### src/design/decimal_format_printer_unit_assert.svh
// ----------------------------------------------------------------------------
// Assertion macros for the decimal format printer
// Shared helpers for the concurrent checks in the design modules.
// ----------------------------------------------------------------------------
`ifndef DECIMAL_FORMAT_PRINTER_UNIT_ASSERT_SVH
`define DECIMAL_FORMAT_PRINTER_UNIT_ASSERT_SVH

// Same-cycle implication, disabled during reset.
`define DFP_ASSERT_IMPL(label, clk, rst, ante, cons) \
  label: assert property (@(posedge clk) disable iff (rst) (ante) |-> (cons)) \
    else $error("same-cycle check failed");

// Next-cycle implication, disabled during reset.
`define DFP_ASSERT_NEXT(label, clk, rst, ante, cons) \
  label: assert property (@(posedge clk) disable iff (rst) (ante) |=> (cons)) \
    else $error("next-cycle check failed");

`endif

### src/design/dfp_pkg.sv
// ----------------------------------------------------------------------------
// dfp_pkg
// Constants and shared types for the decimal format printer.
// ----------------------------------------------------------------------------
`timescale 1ns / 1ps

package dfp_pkg;

  // Width of the integer argument actually used (at most the port width).
  localparam int ARG_WIDTH  = 32;
  localparam int ARG_PORT_W = 32;

  // Decimal digits needed for an ARG_WIDTH-bit magnitude.
  localparam int NUM_DIGITS = (ARG_WIDTH * 30103) / 100000 + 1;
  localparam int BCD_W      = 4 * NUM_DIGITS;
  localparam int BIT_CNT_W  = $clog2(ARG_WIDTH + 1);
  localparam int DIG_CNT_W  = $clog2(NUM_DIGITS + 1);

  localparam logic [7:0] CH_NUL     = 8'h00;
  localparam logic [7:0] CH_PERCENT = 8'h25;
  localparam logic [7:0] CH_MINUS   = 8'h2D;
  localparam logic [7:0] CH_ZERO    = 8'h30;
  localparam logic [7:0] CH_D       = 8'h64;
  localparam logic [7:0] CH_I       = 8'h69;

  localparam logic [3:0] DABBLE_LIMIT = 4'd5;
  localparam logic [3:0] DABBLE_ADJ   = 4'd3;

  typedef struct packed {
    logic busy;
    logic done;
  } dabble_status_t;

endpackage

### src/design/dfp_dabble.sv
// ----------------------------------------------------------------------------
// dfp_dabble
// Bit-serial binary to BCD converter (shift and add-3), one bit per cycle.
// ----------------------------------------------------------------------------
`timescale 1ns / 1ps
`include "decimal_format_printer_unit_assert.svh"

module dfp_dabble
  import dfp_pkg::*;
(
  input  logic                 clk,
  input  logic                 rst,
  input  logic                 start,
  input  logic [ARG_WIDTH-1:0] mag,
  output dabble_status_t       stat,
  output logic [BCD_W-1:0]     bcd
);

  logic [ARG_WIDTH-1:0] mag_sh;
  logic [BCD_W-1:0]     bcd_adj;
  logic [BIT_CNT_W-1:0] bit_cnt;
  logic                 busy;
  logic                 done;

  // Each digit is corrected on its own before the shift.
  always_comb begin
    for (int d = 0; d < NUM_DIGITS; d++) begin
      if (bcd[4*d +: 4] >= DABBLE_LIMIT) begin
        bcd_adj[4*d +: 4] = bcd[4*d +: 4] + DABBLE_ADJ;
      end else begin
        bcd_adj[4*d +: 4] = bcd[4*d +: 4];
      end
    end
  end

  always_ff @(posedge clk) begin
    if (rst) begin
      busy    <= 1'b0;
      done    <= 1'b0;
      bit_cnt <= '0;
    end else begin
      done <= 1'b0;
      if (start) begin
        busy    <= 1'b1;
        bit_cnt <= BIT_CNT_W'(ARG_WIDTH);
      end else if (busy) begin
        bit_cnt <= bit_cnt - 1'b1;
        if (bit_cnt == BIT_CNT_W'(1)) begin
          busy <= 1'b0;
          done <= 1'b1;
        end
      end
    end
  end

  always_ff @(posedge clk) begin
    if (start) begin
      mag_sh <= mag;
      bcd    <= '0;
    end else if (busy) begin
      mag_sh <= {mag_sh[ARG_WIDTH-2:0], 1'b0};
      bcd    <= {bcd_adj[BCD_W-2:0], mag_sh[ARG_WIDTH-1]};
    end
  end

  assign stat = '{busy: busy, done: done};

  `DFP_ASSERT_IMPL(a_start_idle, clk, rst, start, !busy)
  `DFP_ASSERT_IMPL(a_busy_count, clk, rst, busy, bit_cnt != '0)
  `DFP_ASSERT_NEXT(a_done_pulse, clk, rst, done, !done)

endmodule

### src/design/decimal_format_printer_unit.sv
// ----------------------------------------------------------------------------
// decimal_format_printer_unit
// Format-string printer for signed decimal directives (%d, %i).
// ----------------------------------------------------------------------------
// Takes one format character per transaction. A NUL, or a percent sign that
// opens a directive, gives no output; an echoed character is placed in the
// output register. A %d or %i directive runs a bit-serial binary to BCD
// conversion of the ARG_WIDTH (32) magnitude bits, then scans the NUM_DIGITS
// (10) BCD digits one per cycle, skipping leading zeros, while each digit to
// print waits until the output register is free. A new transaction is taken
// only when no directive is in progress and the output register is free or
// being emptied in the same cycle.
`timescale 1ns / 1ps
`include "decimal_format_printer_unit_assert.svh"

module decimal_format_printer_unit
  import dfp_pkg::*;
(
  input  logic                  clk,
  input  logic                  rst,
  input  logic                  in_valid,
  output logic                  in_ready,
  input  logic [7:0]            fmt_char,
  input  logic signed [ARG_PORT_W-1:0] arg_value,
  input  logic                  new_format,
  output logic                  out_valid,
  input  logic                  out_ready,
  output logic [7:0]            out_char,
  output logic                  out_last
);

  typedef enum logic [2:0] {
    S_IDLE = 3'b001,
    S_CONV = 3'b010,
    S_EMIT = 3'b100
  } state_t;

  state_t               state, state_next;
  logic                 percent_pending, percent_pending_next;
  logic                 out_valid_next;
  logic [7:0]           out_char_next;
  logic                 out_last_next;
  logic [BCD_W-1:0]     dig_sh, dig_sh_next;
  logic [DIG_CNT_W-1:0] dig_cnt, dig_cnt_next;
  logic                 started, started_next;

  logic                 out_free;
  logic                 pend;
  logic                 is_dir;
  logic [ARG_WIDTH-1:0] arg_v;
  logic                 arg_neg;
  logic [ARG_WIDTH-1:0] arg_mag;
  logic [3:0]           top_dig;
  logic                 conv_start;
  dabble_status_t       conv_stat;
  logic [BCD_W-1:0]     conv_bcd;

  assign out_free = !out_valid || out_ready;
  assign in_ready = (state == S_IDLE) && out_free;
  assign pend     = percent_pending && !new_format;
  assign is_dir   = (fmt_char == CH_D) || (fmt_char == CH_I);
  assign arg_v    = arg_value[ARG_WIDTH-1:0];
  assign arg_neg  = arg_v[ARG_WIDTH-1];
  // Two's complement negate; the most negative value maps to its magnitude.
  assign arg_mag  = arg_neg ? (~arg_v + 1'b1) : arg_v;
  assign top_dig  = dig_sh[BCD_W-1 -: 4];

  dfp_dabble u_dabble (
    .clk   (clk),
    .rst   (rst),
    .start (conv_start),
    .mag   (arg_mag),
    .stat  (conv_stat),
    .bcd   (conv_bcd)
  );

  always_comb begin
    state_next           = state;
    percent_pending_next = percent_pending;
    out_valid_next       = out_valid && !out_ready;
    out_char_next        = out_char;
    out_last_next        = out_last;
    dig_sh_next          = dig_sh;
    dig_cnt_next         = dig_cnt;
    started_next         = started;
    conv_start           = 1'b0;

    unique case (state)
      S_IDLE: begin
        if (in_valid && in_ready) begin
          priority if (fmt_char == CH_NUL) begin
            percent_pending_next = 1'b0;
          end else if (pend) begin
            percent_pending_next = 1'b0;
            if (is_dir) begin
              conv_start = 1'b1;
              state_next = S_CONV;
              if (arg_neg) begin
                out_valid_next = 1'b1;
                out_char_next  = CH_MINUS;
                out_last_next  = 1'b0;
              end
            end else begin
              out_valid_next = 1'b1;
              out_char_next  = fmt_char;
              out_last_next  = 1'b1;
            end
          end else if (fmt_char == CH_PERCENT) begin
            percent_pending_next = 1'b1;
          end else begin
            // A new format string drops a held percent before the echo.
            percent_pending_next = 1'b0;
            out_valid_next       = 1'b1;
            out_char_next        = fmt_char;
            out_last_next        = 1'b1;
          end
        end
      end
      S_CONV: begin
        if (conv_stat.done) begin
          dig_sh_next  = conv_bcd;
          dig_cnt_next = DIG_CNT_W'(NUM_DIGITS);
          started_next = 1'b0;
          state_next   = S_EMIT;
        end
      end
      S_EMIT: begin
        // Leading zeros are dropped, but the final digit always prints.
        priority if (!started && (top_dig == 4'd0) && (dig_cnt != DIG_CNT_W'(1))) begin
          dig_sh_next  = {dig_sh[BCD_W-5:0], 4'd0};
          dig_cnt_next = dig_cnt - 1'b1;
        end else if (out_free) begin
          out_valid_next = 1'b1;
          out_char_next  = CH_ZERO + {4'd0, top_dig};
          out_last_next  = (dig_cnt == DIG_CNT_W'(1));
          dig_sh_next    = {dig_sh[BCD_W-5:0], 4'd0};
          dig_cnt_next   = dig_cnt - 1'b1;
          started_next   = 1'b1;
          if (dig_cnt == DIG_CNT_W'(1)) begin
            state_next = S_IDLE;
          end
        end
      end
      default: begin
        state_next = S_IDLE;
      end
    endcase
  end

  always_ff @(posedge clk) begin
    if (rst) begin
      state           <= S_IDLE;
      percent_pending <= 1'b0;
      out_valid       <= 1'b0;
      dig_cnt         <= '0;
      started         <= 1'b0;
    end else begin
      state           <= state_next;
      percent_pending <= percent_pending_next;
      out_valid       <= out_valid_next;
      dig_cnt         <= dig_cnt_next;
      started         <= started_next;
    end
  end

  always_ff @(posedge clk) begin
    out_char <= out_char_next;
    out_last <= out_last_next;
    dig_sh   <= dig_sh_next;
  end

  `DFP_ASSERT_IMPL(a_done_in_conv, clk, rst, conv_stat.done, state == S_CONV)
  `DFP_ASSERT_IMPL(a_emit_count, clk, rst, state == S_EMIT, dig_cnt != '0)
  `DFP_ASSERT_NEXT(a_echo_out, clk, rst,
    in_valid && in_ready && (fmt_char != CH_NUL) && !pend && (fmt_char != CH_PERCENT),
    out_valid && out_last)

endmodule

### config.mk
export PLATFORM = sky130hd
export DESIGN_NAME = decimal_format_printer_unit
export DESIGN_NICKNAME = d
export VERILOG_FILES = /design/src/design/dfp_pkg.sv /design/src/design/dfp_dabble.sv /design/src/design/decimal_format_printer_unit.sv
export VERILOG_INCLUDE_DIRS = /design/src /design/src/design
export SDC_FILE = /design/constraint.sdc
export NUM_CORES = 1
export LEC_CHECK = 0
export BUFFER_PORTS_ARGS = -buffer_cell sky130_fd_sc_hd__buf_4
export CAP_MARGIN = 20
export CORE_AREA = 4 4 110 122
export DETAILED_ROUTE_END_ITERATION = 7
export DIE_AREA = 0 0 114 126
export PLACE_DENSITY = 0.86
export SLEW_MARGIN = 20
export SYNTH_ARGS = -nofsm -noshare
export SYNTH_HDL_FRONTEND = slang
export SYNTH_SLANG_ARGS = --single-unit
### constraint.sdc
create_clock -name clk -period 3.15 [get_ports clk]
set_clock_uncertainty 0.05 [all_clocks]
set_input_delay 0.1575 -clock clk [delete_from_list [all_inputs] [get_ports clk]]
set_output_delay 0.1575 -clock clk [all_outputs]
set_load 0.01 [all_outputs]
; Word level (Yosys, flattened, before mapping)
; Index checks and enable logic that the tools add are counted.
[op_classes]
bitwise_logic = 2
addsub = 14
n_eq_ne = 20
magnitude_cmp = 10
muxes = 75
shifts = 0
n_reduce_logical = 24
multipliers = 0
n_div = 0
[ops]
columns = op, n
row1 = 2-to-1 mux 40 bit, 3
row2 = 2-to-1 mux 32 bit, 3
row3 = case mux 40 bit (2 select lines), 1
row4 = 2-to-1 mux 8 bit, 8
row5 = 2-to-1 mux 4 bit, 12
row6 = greater-or-equal comparator 4 x 3 -> 1 bit (second input constant), 10
row7 = adder 4 x 2 -> 4 bit (second input constant), 9
row8 = adder 32 x 1 -> 32 bit (second input constant), 1
row9 = inverter 32 bit, 1
row10 = 2-to-1 mux 1 bit, 31
row11 = 2-to-1 mux 3 bit, 9
row12 = == test 8 x 7 -> 1 bit (second input constant), 2
row13 = case mux 8 bit (2 select lines), 1
row14 = 2-to-1 mux 6 bit, 2
row15 = inequality test 2 bit (second input constant), 6
row16 = case mux 3 bit (3 select lines), 1
row17 = == test 8 x 6 -> 1 bit (second input constant), 1
row18 = zero test 8 bit, 1
row19 = case mux 4 bit (2 select lines), 1
row20 = AND reduction 8 bit, 1
row21 = adder 6 x 4 -> 7 bit (first input constant), 1
row22 = AND reduction 7 bit, 1
row23 = == test 6 x 1 -> 1 bit (second input constant), 1
row24 = logical AND 1 bit, 6
row25 = other kinds (22), 32
[word_totals]
elab_cells = 159
mem_bits_rw = 0
mem_count = 0
romBits = 0
register_bits = 139
inputBits = 45
latch_bits = 0

; Depth between registers and ports, before layout
; Gate-level depths: netlist of the first run.
[depth]
depth_word = 8
depth_mapped = 7

; Hierarchy
; From an unflattened synthesis of the first run, not the netlist that was laid out.
[unflattened]
cells_unflattened = 775
area_unflattened_um2 = 7449.6
[by_module_without_submodules]
columns = module, cells_per_inst, instances, area_each_um2
row1 = dfp_dabble, 407, 1, 4103.9
row2 = decimal_format_printer_unit, 368, 1, 3345.7

; Least setup slack after synthesis of the first run
; No wires, ideal clock.
[synth_timing]
path_type = register -> register
from = register dig_sh[36]
to = register dig_sh[0] (enable)
t_arrival_ns = 2.229
setup_time_ns = 0.398
path_buffers = 0
t_required_ns = 2.702
period_less_slack_ns = 2.677
path_stages_with_launch = 5
slack_ns = 0.473
path_cell_list = edfxtp_1 -> or4_4 -> o311ai_2 -> nand2_1 -> nand2_1
[synth_between]
elab_chain_len = 5
[synth_rtl]
columns = item, line
row1 = from (decl), decimal_format_printer_unit.sv:43  ; logic [BCD_W-1:0] dig_sh, dig_sh_next;
row2 = from (signal assigned), decimal_format_printer_unit.sv:169  ; dig_sh <= dig_sh_next;
row3 = zero test 4 bit, decimal_format_printer_unit.sv:129  ; priority if (!started && (top_dig == 4'd0) && (dig_cnt != DIG_CNT_W'(1))) begin
row4 = logical AND 1 bit (2 in a row), decimal_format_printer_unit.sv:129
row5 = inequality test 3 bit (no line), --
row6 = AND reduction 3 bit (no line), --
; Every way passes these cells.
; A chain may end at the register's enable or synchronous reset.

; Final worst setup path of the first run
[layout_timing]
from = register dig_cnt[1]
to = register out_char[2] (enable)
[layout_between]
elab_chain_len = 4
[layout_rtl]
columns = item, line
row1 = from (decl), decimal_format_printer_unit.sv:44  ; logic [DIG_CNT_W-1:0] dig_cnt, dig_cnt_next;
row2 = from (signal assigned), decimal_format_printer_unit.sv:161  ; dig_cnt <= dig_cnt_next;
row3 = inequality test 4 x 1 -> 1 bit, decimal_format_printer_unit.sv:129
row4 = logical AND 1 bit, decimal_format_printer_unit.sv:129
row5 = inequality test 2 bit (no line), --
row6 = AND reduction 7 bit (no line), --
row7 = to (signal assigned), decimal_format_printer_unit.sv:167  ; out_char <= out_char_next;
row8 = to (decl), decimal_format_printer_unit.sv:28  ; output logic [7:0] out_char,
; Every way passes these cells.

==> results of run 1 <==
-- power by group through the flow --
stage	clock [mW]	sequential (mW)	combinational (mW)
CTS	2.00	1.92	0.178
finish	1.98	1.92	0.179
global placement	0	1.95	0.167
global route	2.09	1.91	0.194
floorplan	0	1.96	0.0752
detailed placement	0	1.95	0.173
-- flip-flops by register name, summed over array words and instances, names as in the netlist --
name              flops
percent_pending       1
out_last              1
out_char              8
u_dabble.busy         1
out_valid             1
u_dabble.bcd         40
dig_sh               40
u_dabble.mag_sh      32
dig_cnt               4
state                 3
u_dabble.bit_cnt      6
started               1
u_dabble.done         1
-- layout by cell type, fill, tap and decap left out, drive strengths merged, types with 5 or more instances in the layout --
| master | n |
|---|---|
| a21o | 11 |
| a21oi | 61 |
| and2 | 6 |
| buf | 59 |
| clkbuf | 17 |
| dfxtp | 58 |
| edfxtp | 81 |
| ha | 25 |
| inv | 35 |
| mux2 | 26 |
| mux2i | 14 |
| nand2 | 60 |
| nand2b | 34 |
| nand3 | 27 |
| nand4 | 5 |
| nor2 | 55 |
| nor3 | 14 |
| nor4 | 7 |
| o211ai | 9 |
| o21ai | 50 |
| o31ai | 7 |
| o41ai | 8 |
| xnor2 | 29 |
| xor2 | 26 |
-- cell type report --
type	instances	area, um^2
clock buffers	17	425.4
clock inverters	15	161.4
fillers	815	3767
inverters	29	108.9
multi-input cells	505	3351
flip-flops and latches	139	3595
well taps	154	192.7
repair buffers	62	485.5
-- tightest hold or removal path, delay by kind of cell --
kind,cells,cell delay [ns]
buf+inv,1,0.10
simple gates,2,0.12
-- metal layers --
metal	vias to the layer above	part of all wire
li1	2628	-
met1	2617	0.41
met2	170	0.52
met3	28	0.051
met4	0	0.017
met5	-	0
-- per-stage QoR --
| step | hold WS, ns | total power [mW] |
|---|---|---|
| floorplan | 0.2853 | 2.033 |
| global placement | 0.3841 | 2.121 |
| detailed placement | 0.3910 | 2.127 |
| CTS | 0.006650 | 4.094 |
| global route | 0.002516 | 4.202 |
| finish | 0.02528 | 4.076 |
-- timing repair --
action | CTS | global route
setup buffers | 0 | 0
hold endpoints to repair | 3 | 0
hold buffers | 3 | 0
-- logic make-up after synthesis --
logic type	count (synthesis)
AOI/OAI and AO/OA	156
xor gates and xnor gates	55
adders and majority gates	25
buffers and inverters	61
DFF	139
muxes	40
and+or+nand+nor	229
-- path summary, 6_finish.rpt --
kind / start / end / slack (ns) / depth (start not counted)
min reg2reg: percent_pending / percent_pending / 0.44 / 2
min: fmt_char[6] / out_char[6] / 0.03 / 3
max reg2reg: dig_cnt[1] / out_char[2] / 0.62 / 6
max: dig_cnt[1] / out_char[2] / 0.62 / 6
==> impl_metrics.yaml, run 1 <==
worst_hold_path:
  min_path_type: "input pin to flip-flop"
clocking:
  cts.sinks: 139
  cts.root.buffer_cell: "clkbuf_16"
  clkLatencyLatePin_ns: 0.41
  clk_pin_slew_worst_paths_ns: 0.06
  cts_tree: "built"
  htreeDepth: 4
  ctsLongestPathBuffers: 2
  cts_buffers: 17
  cts_resized: 0
timing:
  rsz0062_at_grt: "false"
  final_max_slew_viol_count: 0
  worst_pin_slew_ns: 0.8815
  timing.final.crit_share: 0.8037
  fin_ws_ns: 0.6185
  hold_viol_final: 0
  fmax_ghz: 0.3950
  setup_viol: 0
  finalSetupTns_ns: 0
  max_slew_margin: 0.4123
  fin_crit_ns: 2.532
critical_path:
  path_cells: "inv_1 -> ha_1 -> nor3b_1 -> o31ai_1 -> nand2b_1 -> a22oi_1"
  cp_data_arrival_time_ns: 2.52
  cp.buffers_inverters: 1
  cpPeakStageDelay_ns: 0.73
  cp_top_family: "compound AO/OA/AOI/OAI gates"
  critPathRequiredTime_ns: 3.14
  crit_path_max_fanout: 9
  cp_slowest_cell: "a22oi_1"
  end_kind: "flip-flop"
  worstSetupStartpointType: "flip-flop"
  criticalPathCategory: "flip-flop to flip-flop"
logic_synthesis:
  synthFlopType: "edfxtp_1"
  synth_compound_area_frac: 0.1294
  avgSynthCellArea_um2: 10.20
  synth_cell_type_count: 50
  syn_area_um2: 7192
  synth_enable_flop_cells: 81
  synth_xor_xnor_area_share: 0.06698
  synth_top_family_by_area: "simple AND/OR/NAND/NOR gates"
  syn_inst: 705
  async_reset_ff_frac: 0
  yosysTopAreaCellShare: 0.3382
  synth_area_leaders: "edfxtp_1, dfxtp_1, ha_1"
  yosysTopAreaCell: "edfxtp_1"
  synth.area.mux_share: 0.06019
  syn_nets: 775
  synth-adder-area-share: 0.04349
  ys_warn_count: 0
  synthTopCellsByCount: "edfxtp_1, a21oi_1, nand2_1"
  synth_simple_gate_area_share: 0.1651
  ys_ff_latch: 139
  synth_seq_area_share: 0.4997
  yosysMostFrequentCell: "edfxtp_1"
power:
  p_switching_mw: 0.8987
  static-leakage-power_nw: 3.197
  powerDensity_nw_per_um2: 489.9
  p_sw_frac: 0.2205
  vdd_ir_drop_max_mv: 0.2892
  clock_power_share: 0.486
  p_seq_frac: 0.470
  combPwrFrac: 0.044
  p_int_mw: 3.177
layout:
  final_cell_area_um2: 8319
  fin_cells: 921
  final_util: 0.6883
  layout-drive-gt1-share: 0.1708
  nets: 824
  antenna_cells: 0
  syn2layout_area_growth_pct: 15.68
place:
  dp_cells: 886
  dpl_cell_area_um2: 7702
  hpwl_mm: 9.702
  gp_congestion: 0.8278
  io_buffers: 55
  post-place-ws_ns: 0.6530
detailed_routing:
  wl_per_cell_um: 16.28
  dr.first_iter.drc_count: 508
  dr.pass1.iters: 6
  drt-total-wl_mm: 14.99
  drc: 0
  vias_per_cell: 5.910
  ant_nets: 0
  num_vias: 5443
global_routing:
  use_met1: 0.2499
  grt_busiest_layer: "met2"
  grt_pass1_wl_mm: 24.69
  grt_max_degree: 103
  antenna_found_initial: 0
  grt.total_usage: 0.2072
  grt_pass1_vias: 5339
  met2_usage: 0.3632
  met3_usage: 0.04798
  overflow: 0
die:
  core_um2: 12090
  dieArea_um2: 14360
  start_util: 0.5950
  io_pins: 56
  rows: 42
  fp.dieH_um: 126
  die_w_um: 114
flow_run:
  maxCapViolCount: 0
status:
  status: "finished clean"
Note: power is estimated with default switching activity, not from simulation.
==> run 2: changes to the inputs <==
--- a/config.mk
+++ b/config.mk
@@ -6,12 +6,13 @@
 export SDC_FILE = /design/constraint.sdc
 export NUM_CORES = 1
 export LEC_CHECK = 0
+export ABC_AREA = 1
 export BUFFER_PORTS_ARGS = -buffer_cell sky130_fd_sc_hd__buf_4
 export CAP_MARGIN = 20
-export CORE_AREA = 4 4 110 122
+export CORE_AREA = 4 4 111 124
 export DETAILED_ROUTE_END_ITERATION = 7
-export DIE_AREA = 0 0 114 126
-export PLACE_DENSITY = 0.86
+export DIE_AREA = 0 0 115 128
+export PLACE_DENSITY = 0.87
 export SLEW_MARGIN = 20
 export SYNTH_ARGS = -nofsm -noshare
 export SYNTH_HDL_FRONTEND = slang
==> constraint.sdc (replaced) <==
create_clock -name clk -period 2.59 [get_ports clk]
set_clock_uncertainty 0.05 [all_clocks]
set_input_delay 0.1295 -clock clk [delete_from_list [all_inputs] [get_ports clk]]
set_output_delay 0.1295 -clock clk [all_outputs]
set_load 0.01 [all_outputs]
==> run 2 against run 1 <==
Utilization is 1.2 points higher. Sequential cell count unchanged. Final area rose by 5.0%. Sequential power increased by 32%. Combinational power rose to 3.8 times the previous value. Non-clock buffer count is 12 higher. Global-route usage increased by 2.9 points. Setup slack worse by 0.021 ns. Worst hold slack worse by 0.023 ns. Area after synthesis increased by 4.5%. Largest power group is now sequential cells. Clock-buffer cell count is 1 higher.
==> impl_metrics.yaml, run 2 <==
layout:
  final_cell_mix: "nand2_1, inv_1, o21ai_0"
  final_cell_area_um2: 8738
  nets: 1077
  multi_input_area_um2: 3236
  register_area_um2: 3593
  fin_cells: 1177
  largest_registers: "dig_sh: 40 flops, u_dabble.bcd: 40 flops, u_dabble.mag_sh: 32 flops"
  antenna_cells: 0
  layout-drive-gt1-share: 0.1167
  layout_commonest_cell: "nand2_1"
  nFillCells: 940
  syn2layout_area_growth_pct: 16.26
critical_path:
  cp_data_arrival_time_ns: 2.06
  end_kind: "flip-flop"
  worstSetupStartpointType: "flip-flop"
  crit_path_max_fanout: 27
  r2r_cells: 5
  criticalPathCategory: "flip-flop to flip-flop"
  critPathRequiredTime_ns: 2.66
global_routing:
  grt_pass1_wl_mm: 28.12
  grt_max_degree: 82
  grt_pass1_vias: 6293
  overflow: 0
  antenna_found_initial: 0
  grt.total_usage: 0.2365
logic_synthesis:
  yosysTopAreaCell: "edfxtp_1"
  yosysTopAreaCellShare: 0.3236
  ys_ff_latch: 139
  syn_inst: 947
  syn_area_um2: 7516
  yosysMostFrequentCell: "nand2_1"
  synth_xor_xnor_area_share: 0.03379
  synth_compound_area_frac: 0.1360
  ys_warn_count: 0
  synth_cell_type_count: 35
  synth-adder-area-share: 0.04162
  synth_area_leaders: "edfxtp_1, dfxtp_1, nand2_1"
  synthFlopType: "edfxtp_1"
  synth.area.mux_share: 0
  synth_enable_flop_cells: 81
  synth_top_family_by_area: "simple AND/OR/NAND/NOR gates"
  syn_nets: 1017
  avgSynthCellArea_um2: 7.937
  synthTopCellsByCount: "nand2_1, inv_1, o21ai_0"
  async_reset_ff_frac: 0
  synth_seq_area_share: 0.4781
  synth_simple_gate_area_share: 0.2187
power:
  static-leakage-power_nw: 3.815
  p_switching_mw: 1.404
  p_sw_frac: 0.2454
  vdd_ir_drop_max_mv: 0.5061
  clock_power_share: 0.439
  combPwrFrac: 0.118
  powerDensity_nw_per_um2: 654.9
  power_mw: 5.723
  p_seq_frac: 0.444
  p_int_mw: 4.319
worst_hold_path:
  min_path_type: "input pin to flip-flop"
  whs_path_depth: 3
clocking:
  cts.sinks: 139
  clk_pin_slew_worst_paths_ns: 0.06
  postCtsSetupBuffers: 0
  cts_tree: "built"
  cts.root.buffer_cell: "clkbuf_16"
  clkLatencyLatePin_ns: 0.42
  htreeDepth: 4
  cts_resized: 0
  cts_buffers: 17
  ctsLongestPathBuffers: 2
die:
  die_w_um: 115
  fp.dieH_um: 128
  io_pins: 56
  rows: 43
  start_util: 0.6021
  dieArea_um2: 14720
  core_um2: 12480
detailed_routing:
  wl_per_cell_um: 14.20
  dr.pass1.iters: 5
  ant_nets: 0
  drc: 0
  vias_per_cell: 5.413
  num_vias: 6371
  drt-total-wl_mm: 16.72
  dr.first_iter.drc_count: 569
timing:
  max_slew_margin: 0.5208
  final_max_slew_viol_count: 0
  finalSetupTns_ns: 0
  rsz0062_at_grt: "false"
  setup_viol: 0
  fmax_ghz: 0.5018
  hold_viol_final: 0
  fin_crit_ns: 1.993
  timing.final.crit_share: 0.7694
  worst_pin_slew_ns: 0.7127
place:
  dpl_cell_area_um2: 8050
  io_buffers: 55
  hpwl_mm: 10.83
  dp_cells: 1137
  gp_congestion: 0.8808
status:
  status: "finished clean"
flow_run:
  maxCapViolCount: 0
## run 2: changes by cell type after synthesis, sizes merged, moves of 25 or more
cell	previous run	this run
nand2	60	212
inv	29	135
o21ai	50	135
nand3	27	65
nand2b	34	0
mux2	26	0
nor2	55	80
## run 2: final timing paths
check                                 startpoint               end  slack (ns)
worst min register to register  u_dabble.bcd[19]  u_dabble.bcd[19]        0.41
worst max-delay path                  dig_sh[36]        dig_sh[28]        0.60
worst min-delay path                 fmt_char[6]       out_char[6]       0.003
worst max register to register        dig_sh[36]        dig_sh[28]        0.60
## run 2: cell type report
cell class              instances  share of cell area
inverters                     137             0.05914
clock buffers                  18             0.04911
repair buffers                 74             0.06730
well taps                     157             0.02248
clock inverters                14             0.02048
flip-flops and latches        139              0.4112
multi-input cells             638              0.3703
## run 2: kinds of logic (layout without fill, tap and decap cells)
| family | count (synthesis) | in the layout |
|---|---|---|
| buf+inv | 170 | 243 |
| flops | 139 | 139 |
| xor+xnor | 29 | 29 |
| fa+ha+maj | 25 | 25 |
| simple gates | 385 | 385 |
| compound gates | 199 | 199 |
## run 2: per-stage QoR
step,worst slack (ns),hold WS (ns),utilization
global placement,0.6764,0.3353,0.6449
floorplan,0.2254,0.2447,-
finish,0.5973,0.002754,0.7001
CTS,0.6023,0.001863,0.7001
detailed placement,0.6194,0.3422,0.6449
global route,0.4668,0.002764,0.7001
## run 2: power groups by stage
stage | Sequential (mW) | Combinational [mW] | Clock [mW]
finish | 2.54 | 0.674 | 2.51
global route | 2.55 | 0.774 | 2.63
CTS | 2.54 | 0.669 | 2.53
detailed placement | 2.58 | 0.642 | 0
global placement | 2.57 | 0.608 | 0
floorplan | 2.56 | 0.446 | 0
## run 2: worst max-delay path, stage by stage, from the launching register on
cell and delay [ns]:
edfxtp_1 0.38, or2_2 0.28, nor2_1 0.14, nand3_1 0.15, nand2_2 0.41, buf_12 0.26
## run 2: layer usage
layer	global-route usage	up-vias	routed length (um)
met1	0.2873	2925	7324
met2	0.4169	184	8364
met3	0.05052	30	777
met5	0	-	0
li1	-	3232	-
met4	0.07597	0	252
## run 2: what timing repair did
action / 4_1_cts / 5_1_grt
hold endpoints to repair: 15 / 0
hold buffers: 8 / 0
endpoints found under the setup margin: 0 / 0
